--- config.mk ---
export PLATFORM = sky130hd
export DESIGN_NAME = adamu_ctrl
export DESIGN_NICKNAME = d
export VERILOG_FILES = /design/src/rtl/adam_parameter_update_defines.svh /design/src/rtl/adamu_pkg.sv /design/src/rtl/adamu_ctrl.sv
export SDC_FILE = /design/constraint.sdc
export NUM_CORES = 1
export LEC_CHECK = 0
export ABC_AREA = 0
export ABC_CLOCK_PERIOD_IN_PS = 2200
export BUFFER_PORTS_ARGS = -buffer_cell sky130_fd_sc_hd__buf_4
export CAP_MARGIN = 40
export CORE_AREA = 5 5 42 44
export CTS_BUF_LIST = sky130_fd_sc_hd__clkbuf_8
export DETAILED_ROUTE_END_ITERATION = 6
export DIE_AREA = 0 0 47 49
export GPL_TIMING_DRIVEN = 0
export PLACE_DENSITY = 0.69
export SYNTH_ARGS = -nofsm -noshare
export SYNTH_HDL_FRONTEND = slang
export SYNTH_SLANG_ARGS = --single-unit
--- constraint.sdc ---
create_clock -name clk_i -period 2.2 [get_ports clk_i]
set_input_delay 0 -clock clk_i [delete_from_list [all_inputs] [get_ports clk_i]]
set_output_delay 0 -clock clk_i [all_outputs]
set_load 0.02 [all_outputs]
--- src/rtl/adam_parameter_update_defines.svh ---
// ----------------------------------------------------------------------------
// Adam parameter update: assertion macros
// Shared property wrappers clocked on clk_i and disabled while rst_ni is low.
// ----------------------------------------------------------------------------
`ifndef ADAM_PARAMETER_UPDATE_DEFINES_SVH
`define ADAM_PARAMETER_UPDATE_DEFINES_SVH

// Same-cycle implication.
`define ADAMU_ASSERT_NOW(lbl, ante, cons, msg) \
  lbl: assert property (@(posedge clk_i) disable iff (!rst_ni) (ante) |-> (cons)) \
    else $error(msg);

// Next-cycle implication.
`define ADAMU_ASSERT_NEXT(lbl, ante, cons, msg) \
  lbl: assert property (@(posedge clk_i) disable iff (!rst_ni) (ante) |=> (cons)) \
    else $error(msg);

`endif

--- src/rtl/adamu_pkg.sv ---
// ----------------------------------------------------------------------------
// Adam parameter update: shared package
// Widths, reset values, state and command types shared by all modules.
// ----------------------------------------------------------------------------
package adamu_pkg;

  localparam int unsigned FracBits     = 24;
  localparam int unsigned IdxWidth     = 10;
  localparam int unsigned DataWidth    = 32;
  localparam int unsigned BetaWidth    = 24;
  localparam int unsigned EpsWidth     = 24;
  localparam int unsigned RateInWidth  = 31;
  localparam int unsigned PowWidth     = 25;
  localparam int unsigned CfgIdxWidth  = 2;
  localparam int unsigned CfgDataWidth = 31;
  localparam int unsigned DefaultDepth = 1024;

  // Root of a radicand below 2^56.
  localparam int unsigned SqrtRootWidth = 28;
  localparam int unsigned SqrtRadWidth  = 2 * SqrtRootWidth;

  // Restoring divider: 34-bit quotient, 29-bit divisor.
  localparam int unsigned DivQuoWidth = 34;
  localparam int unsigned DivDenWidth = 29;
  localparam int unsigned DivNumWidth = DivQuoWidth + DivDenWidth + 1;

  localparam logic [PowWidth-1:0] OneQ24 = 25'h100_0000;

  typedef enum logic [CfgIdxWidth-1:0] {
    CFG_BETA_ONE  = 2'd0,
    CFG_BETA_TWO  = 2'd1,
    CFG_EPSILON   = 2'd2,
    CFG_BASE_RATE = 2'd3
  } cfg_idx_e;

  typedef struct packed {
    logic [BetaWidth-1:0]   beta_one;
    logic [BetaWidth-1:0]   beta_two;
    logic [EpsWidth-1:0]    epsilon_term;
    logic [RateInWidth-1:0] base_rate;
  } adamu_cfg_t;

  localparam adamu_cfg_t CfgReset = '{
    beta_one:     24'd15099494,
    beta_two:     24'd16760439,
    epsilon_term: 24'd1,
    base_rate:    31'd167772
  };

  typedef enum logic [4:0] {
    ST_CLEAR,
    ST_IDLE,
    ST_MOD,
    ST_POW,
    ST_RSQ_GO,
    ST_RSQ_WAIT,
    ST_RMUL,
    ST_RDIV_GO,
    ST_RDIV_WAIT,
    ST_READ,
    ST_MUL1,
    ST_MUL2,
    ST_MUL3,
    ST_VSQ_GO,
    ST_VSQ_WAIT,
    ST_VDIV_GO,
    ST_VDIV_WAIT,
    ST_FIN
  } adamu_state_e;

  typedef struct packed {
    logic clear_wr;
    logic capture;
    logic mod_step;
    logic pow_update;
    logic sqrt_start;
    logic div_start;
    logic sel_item;
    logic rate_mul;
    logic rate_latch;
    logic mem_read;
    logic mul1;
    logic mul2;
    logic mul3;
    logic mom_write;
    logic out_load;
  } adamu_cmd_t;

  typedef struct packed {
    logic first;
    logic clear_last;
    logic sqrt_busy;
    logic div_busy;
  } adamu_sts_t;

endpackage

--- src/rtl/adamu_ctrl.sv ---
// ----------------------------------------------------------------------------
// Adam parameter update: controller
// Sequences the clear sweep, pass start, moment update and result handoff.
// ----------------------------------------------------------------------------
module adamu_ctrl (
  input  logic                  clk_i,
  input  logic                  rst_ni,
  input  logic                  in_valid_i,
  output logic                  in_stall_o,
  output logic                  out_valid_o,
  input  logic                  out_stall_i,
  input  adamu_pkg::adamu_sts_t sts_i,
  output adamu_pkg::adamu_cmd_t cmd_o
);

  adamu_pkg::adamu_state_e state_q, state_d;
  logic                    out_valid_q, out_valid_d;

  always_ff @(posedge clk_i or negedge rst_ni) begin
    if (!rst_ni) begin
      state_q     <= adamu_pkg::ST_CLEAR;
      out_valid_q <= 1'b0;
    end else begin
      state_q     <= state_d;
      out_valid_q <= out_valid_d;
    end
  end

  always_comb begin
    state_d    = state_q;
    cmd_o      = '0;
    in_stall_o = 1'b1;
    case (state_q)
      adamu_pkg::ST_CLEAR: begin
        cmd_o.clear_wr = 1'b1;
        if (sts_i.clear_last) begin
          state_d = adamu_pkg::ST_IDLE;
        end
      end
      adamu_pkg::ST_IDLE: begin
        in_stall_o = 1'b0;
        if (in_valid_i) begin
          cmd_o.capture = 1'b1;
          state_d       = adamu_pkg::ST_MOD;
        end
      end
      adamu_pkg::ST_MOD: begin
        cmd_o.mod_step = 1'b1;
        state_d        = sts_i.first ? adamu_pkg::ST_POW : adamu_pkg::ST_READ;
      end
      adamu_pkg::ST_POW: begin
        cmd_o.pow_update = 1'b1;
        state_d          = adamu_pkg::ST_RSQ_GO;
      end
      adamu_pkg::ST_RSQ_GO: begin
        cmd_o.sqrt_start = 1'b1;
        state_d          = adamu_pkg::ST_RSQ_WAIT;
      end
      adamu_pkg::ST_RSQ_WAIT: begin
        if (!sts_i.sqrt_busy) begin
          state_d = adamu_pkg::ST_RMUL;
        end
      end
      adamu_pkg::ST_RMUL: begin
        cmd_o.rate_mul = 1'b1;
        state_d        = adamu_pkg::ST_RDIV_GO;
      end
      adamu_pkg::ST_RDIV_GO: begin
        cmd_o.div_start = 1'b1;
        state_d         = adamu_pkg::ST_RDIV_WAIT;
      end
      adamu_pkg::ST_RDIV_WAIT: begin
        if (!sts_i.div_busy) begin
          cmd_o.rate_latch = 1'b1;
          state_d          = adamu_pkg::ST_READ;
        end
      end
      adamu_pkg::ST_READ: begin
        cmd_o.mem_read = 1'b1;
        state_d        = adamu_pkg::ST_MUL1;
      end
      adamu_pkg::ST_MUL1: begin
        cmd_o.mul1 = 1'b1;
        state_d    = adamu_pkg::ST_MUL2;
      end
      adamu_pkg::ST_MUL2: begin
        cmd_o.mul2 = 1'b1;
        state_d    = adamu_pkg::ST_MUL3;
      end
      adamu_pkg::ST_MUL3: begin
        cmd_o.mul3 = 1'b1;
        state_d    = adamu_pkg::ST_VSQ_GO;
      end
      adamu_pkg::ST_VSQ_GO: begin
        cmd_o.mom_write  = 1'b1;
        cmd_o.sqrt_start = 1'b1;
        cmd_o.sel_item   = 1'b1;
        state_d          = adamu_pkg::ST_VSQ_WAIT;
      end
      adamu_pkg::ST_VSQ_WAIT: begin
        if (!sts_i.sqrt_busy) begin
          state_d = adamu_pkg::ST_VDIV_GO;
        end
      end
      adamu_pkg::ST_VDIV_GO: begin
        cmd_o.div_start = 1'b1;
        cmd_o.sel_item  = 1'b1;
        state_d         = adamu_pkg::ST_VDIV_WAIT;
      end
      adamu_pkg::ST_VDIV_WAIT: begin
        if (!sts_i.div_busy) begin
          state_d = adamu_pkg::ST_FIN;
        end
      end
      adamu_pkg::ST_FIN: begin
        // Load only once the output register is free or draining.
        if (!out_valid_q || !out_stall_i) begin
          cmd_o.out_load = 1'b1;
          state_d        = adamu_pkg::ST_IDLE;
        end
      end
      default: begin
        state_d = adamu_pkg::ST_IDLE;
      end
    endcase
  end

  assign out_valid_d = cmd_o.out_load | (out_valid_q & out_stall_i);
  assign out_valid_o = out_valid_q;

endmodule

==> summary.md <==
| Metric | Value |
|---|---|
| Outcome | finished clean |
| Total track usage | 16.48% |
| Vias per std cell | 5.664 |
| Tcrit/Tclk final | 75.54% |
| FMAX | 0.6018 GHz |
| Via count | 657 |
| Core Box Area | 1401 um^2 |
| Share of layout cells above drive strength 1 | 37.00% |
| Metal3 WL | 93 um |
| H-tree depth | 1 |
| Drt drc | 0 |
| Reg2Reg Setup Slack | 0.79 ns |
| Initial antenna violation count | 0 |
| Gate count after technology mapping | 72 |
| Synth area leaders | dfrtp_1 26%, nand2_1 5.3%, nor2_1 5.3% |
| Post-CTS Hold Buffers | 1 |
| Final nets | 110 |
| CP startpoint kind | register |
| Post-Route WL | 1727 um |
| Syn-to-layout area delta | 44.37% |
| Capturing point of the worst reg2reg path | state_q[1] |
| Setup TNS | 0 ns |
| Async set-or-reset flop fraction in the synthesized netlist | 100.0% |
| Footprint of the multi-input gates | 367.9 um^2 |
| R2r startpoint | state_q[3] |
| Number of synthesis warnings | 0 |
| R2R depth | 5 |
| # fillers | 146 |
| I/O pin count | 25 |
| Most used flip-flop cell after synthesis | dfrtp_1 |
| Synth area leader | dfrtp_1 |
| Worst hold path class | in -> reg |
| Final setup vio count | 0 |
| Tmin final | 1.662 ns |
| Synthesized net count | 80 |
| Syn_area_per_cell | 7.872 um^2 |
| Routed length on met2 | 966 um |
| Register Area | 150.1 um^2 |
| Detailed Route Iter0 Violations | 20 |
| Peak supply drop | 0.6640 mV |
| Overflow after GRT | 0 |
| Post-route cell area | 818.3 um^2 |
| Clk_lat worst skew | 0.23 ns |
| Clock tree sinks | 6 |
| Netlist Area Pre-Place | 566.8 um^2 |
| Seq/Total Area, Yosys | 26.49% |
| WS Path Type | reg -> out |
| Worst-margin pin slew | 0.3933 ns |
| DRT met1 WL | 653 um |
| Die H | 49 um |
| Clk buf depth | 2 |
| Clock skew | 0.006347 ns |
| DP HPWL | 1299 um |
| Number of global-route vias before repair | 630 |
| CP Launch Point | state_q[2] |
| # Post-CTS Setup Buffers | 0 |
| DIE AREA | 2303 um^2 |
| Diode count | 0 |
| CTS Root Buffer Type | clkbuf_8 |
| CTS Buf Count | 3 |
| Initial DRT Pass Iterations | 4 |
| Distinct cells, synth | 31 |
| Gpl congestion | 0.7568 |
| Seq cells post-synth | 6 |
| Top sig layer | met4 |
| Crit path capture | cmd_o[6] |
| Critical path peak fanout | 10 |
| Number of synthesized flops with an enable pin | 0 |
| Die W | 47 um |
| Effective utilization at floorplan | 40.45% |
| Yosys top cell area share | 26.49% |
| Clock transition at the registers of the reported paths | 0.04 ns |
| Routed wire per std cell | 14.89 um |
| CTS resizes | 0 |
| Std cell rows | 14 |
| Dpl cell area | 767.0 um^2 |
| Pin count of the biggest net entering global routing | 11 |
| Worst Path Arrival | 1.66 ns |
| Post-detailed-route count of antenna-violating nets | 0 |
| Synth cell count leaders | 8 x nand2_1, 8 x nor2_1, 6 x dfrtp_1 |
| PD cells | 1481 nW/um^2 |
| RSZ-0062 raised after global routing | false |
| Leak Pwr | 0.0004088 uW |
| Max_slew headroom | 73.78% |
| Port-buffer cells | 24 |
| Fin. Hold Viols | 0 |
| First-pass GRT wire length | 2822 um |
| TritonCTS clock tree | yes |
| Req. time, crit path | 2.20 ns |
| Maxcap violations | 0 |
| Worst Setup End Kind | primary output |
| Slew Limit Fails | 0 |
==> through the flow <==
stage	worst slack, ns	utilization [%]	hold WS (ns)	power (uW)	cells
floorplan	0.5999	-	-0.2956	791.6	72
global placement	0.8081	54.73	-0.1900	1027	112
detailed placement	0.7788	54.73	-0.1890	1047	112
CTS	0.5385	58.39	0.001255	1221	116
global route	0.4516	58.39	0.01840	1314	116
finish	0.5382	58.39	0.005834	1212	116
==> kinds of logic (layout without fill, tap and decap cells) <==
logic type | after synthesis | in the layout | synth area share, %
AND/OR/NAND/NOR | 43 | 43 | 42.17
AO/OA/AOI/OAI | 11 | 11 | 16.34
buffers and inverters | 8 | 36 | 8.606
flip-flops | 6 | 6 | 26.49
XOR/XNOR | 3 | 3 | 4.637
multiplexers | 1 | 1 | 1.766
==> power breakdown <==
group          internal, uW  switching, uW
combinational           351            499
sequential              156           41.1
clock                   117           47.0
==> worst max-delay path, stage by stage, from the launching register on <==
cell,delay [ns]
dfrtp_1,0.41
buf_2,0.20
or3b_1,0.43
nor4_1,0.20
buf_4,0.19
==> worst min-delay path by stage <==
stage	startpoint	slack [ns]	cells after the start	to
6_report	out_stall_i	0.006	3	out_valid_o
5_1_grt	out_stall_i	0.02	3	out_valid_o
4_1_cts	out_stall_i	0.001	3	out_valid_o
3_5_place_dp	rst_ni	-0.19	1	out_valid_o
3_3_place_gp	rst_ni	-0.19	1	out_valid_o
2_1_floorplan	rst_ni	-0.30	0	out_valid_o
==> per-layer routing <==
metal | vias up | global-route usage, %
met2 | 18 | 28.05
met4 | 0 | 5.069
met1 | 319 | 18.71
met3 | 2 | 5.166
met5 | - | 0
li1 | 318 | -
==> flip-flops by register name (all words and copies together), names as in the netlist <==
| register | flops |
|---|---|
| state_q | 5 |
| out_valid_o | 1 |
==> cell type report <==
type | count | share of cell area [%]
multi-input cells | 58 | 44.95
repair buffers | 25 | 23.24
flip-flops and latches | 6 | 18.35
plain buffers | 7 | 5.505
clock buffers | 3 | 5.046
well taps | 16 | 2.446
inverters | 1 | 0.4587
==> cells in the final DEF (no fill, tap or decap), types with 2 or more instances in the layout <==
master	count
a21oi_1	4
and3_1	2
buf_2	3
buf_4	26
clkbuf_8	3
dfrtp_1	6
nand2_1	8
nand2b_1	3
nand3_1	4
nor2_1	8
nor2b_1	3
nor3_1	4
nor3b_1	2
nor4_1	2
nor4b_1	2
xor2_1	3
Power figures use the tool's default switching activity.
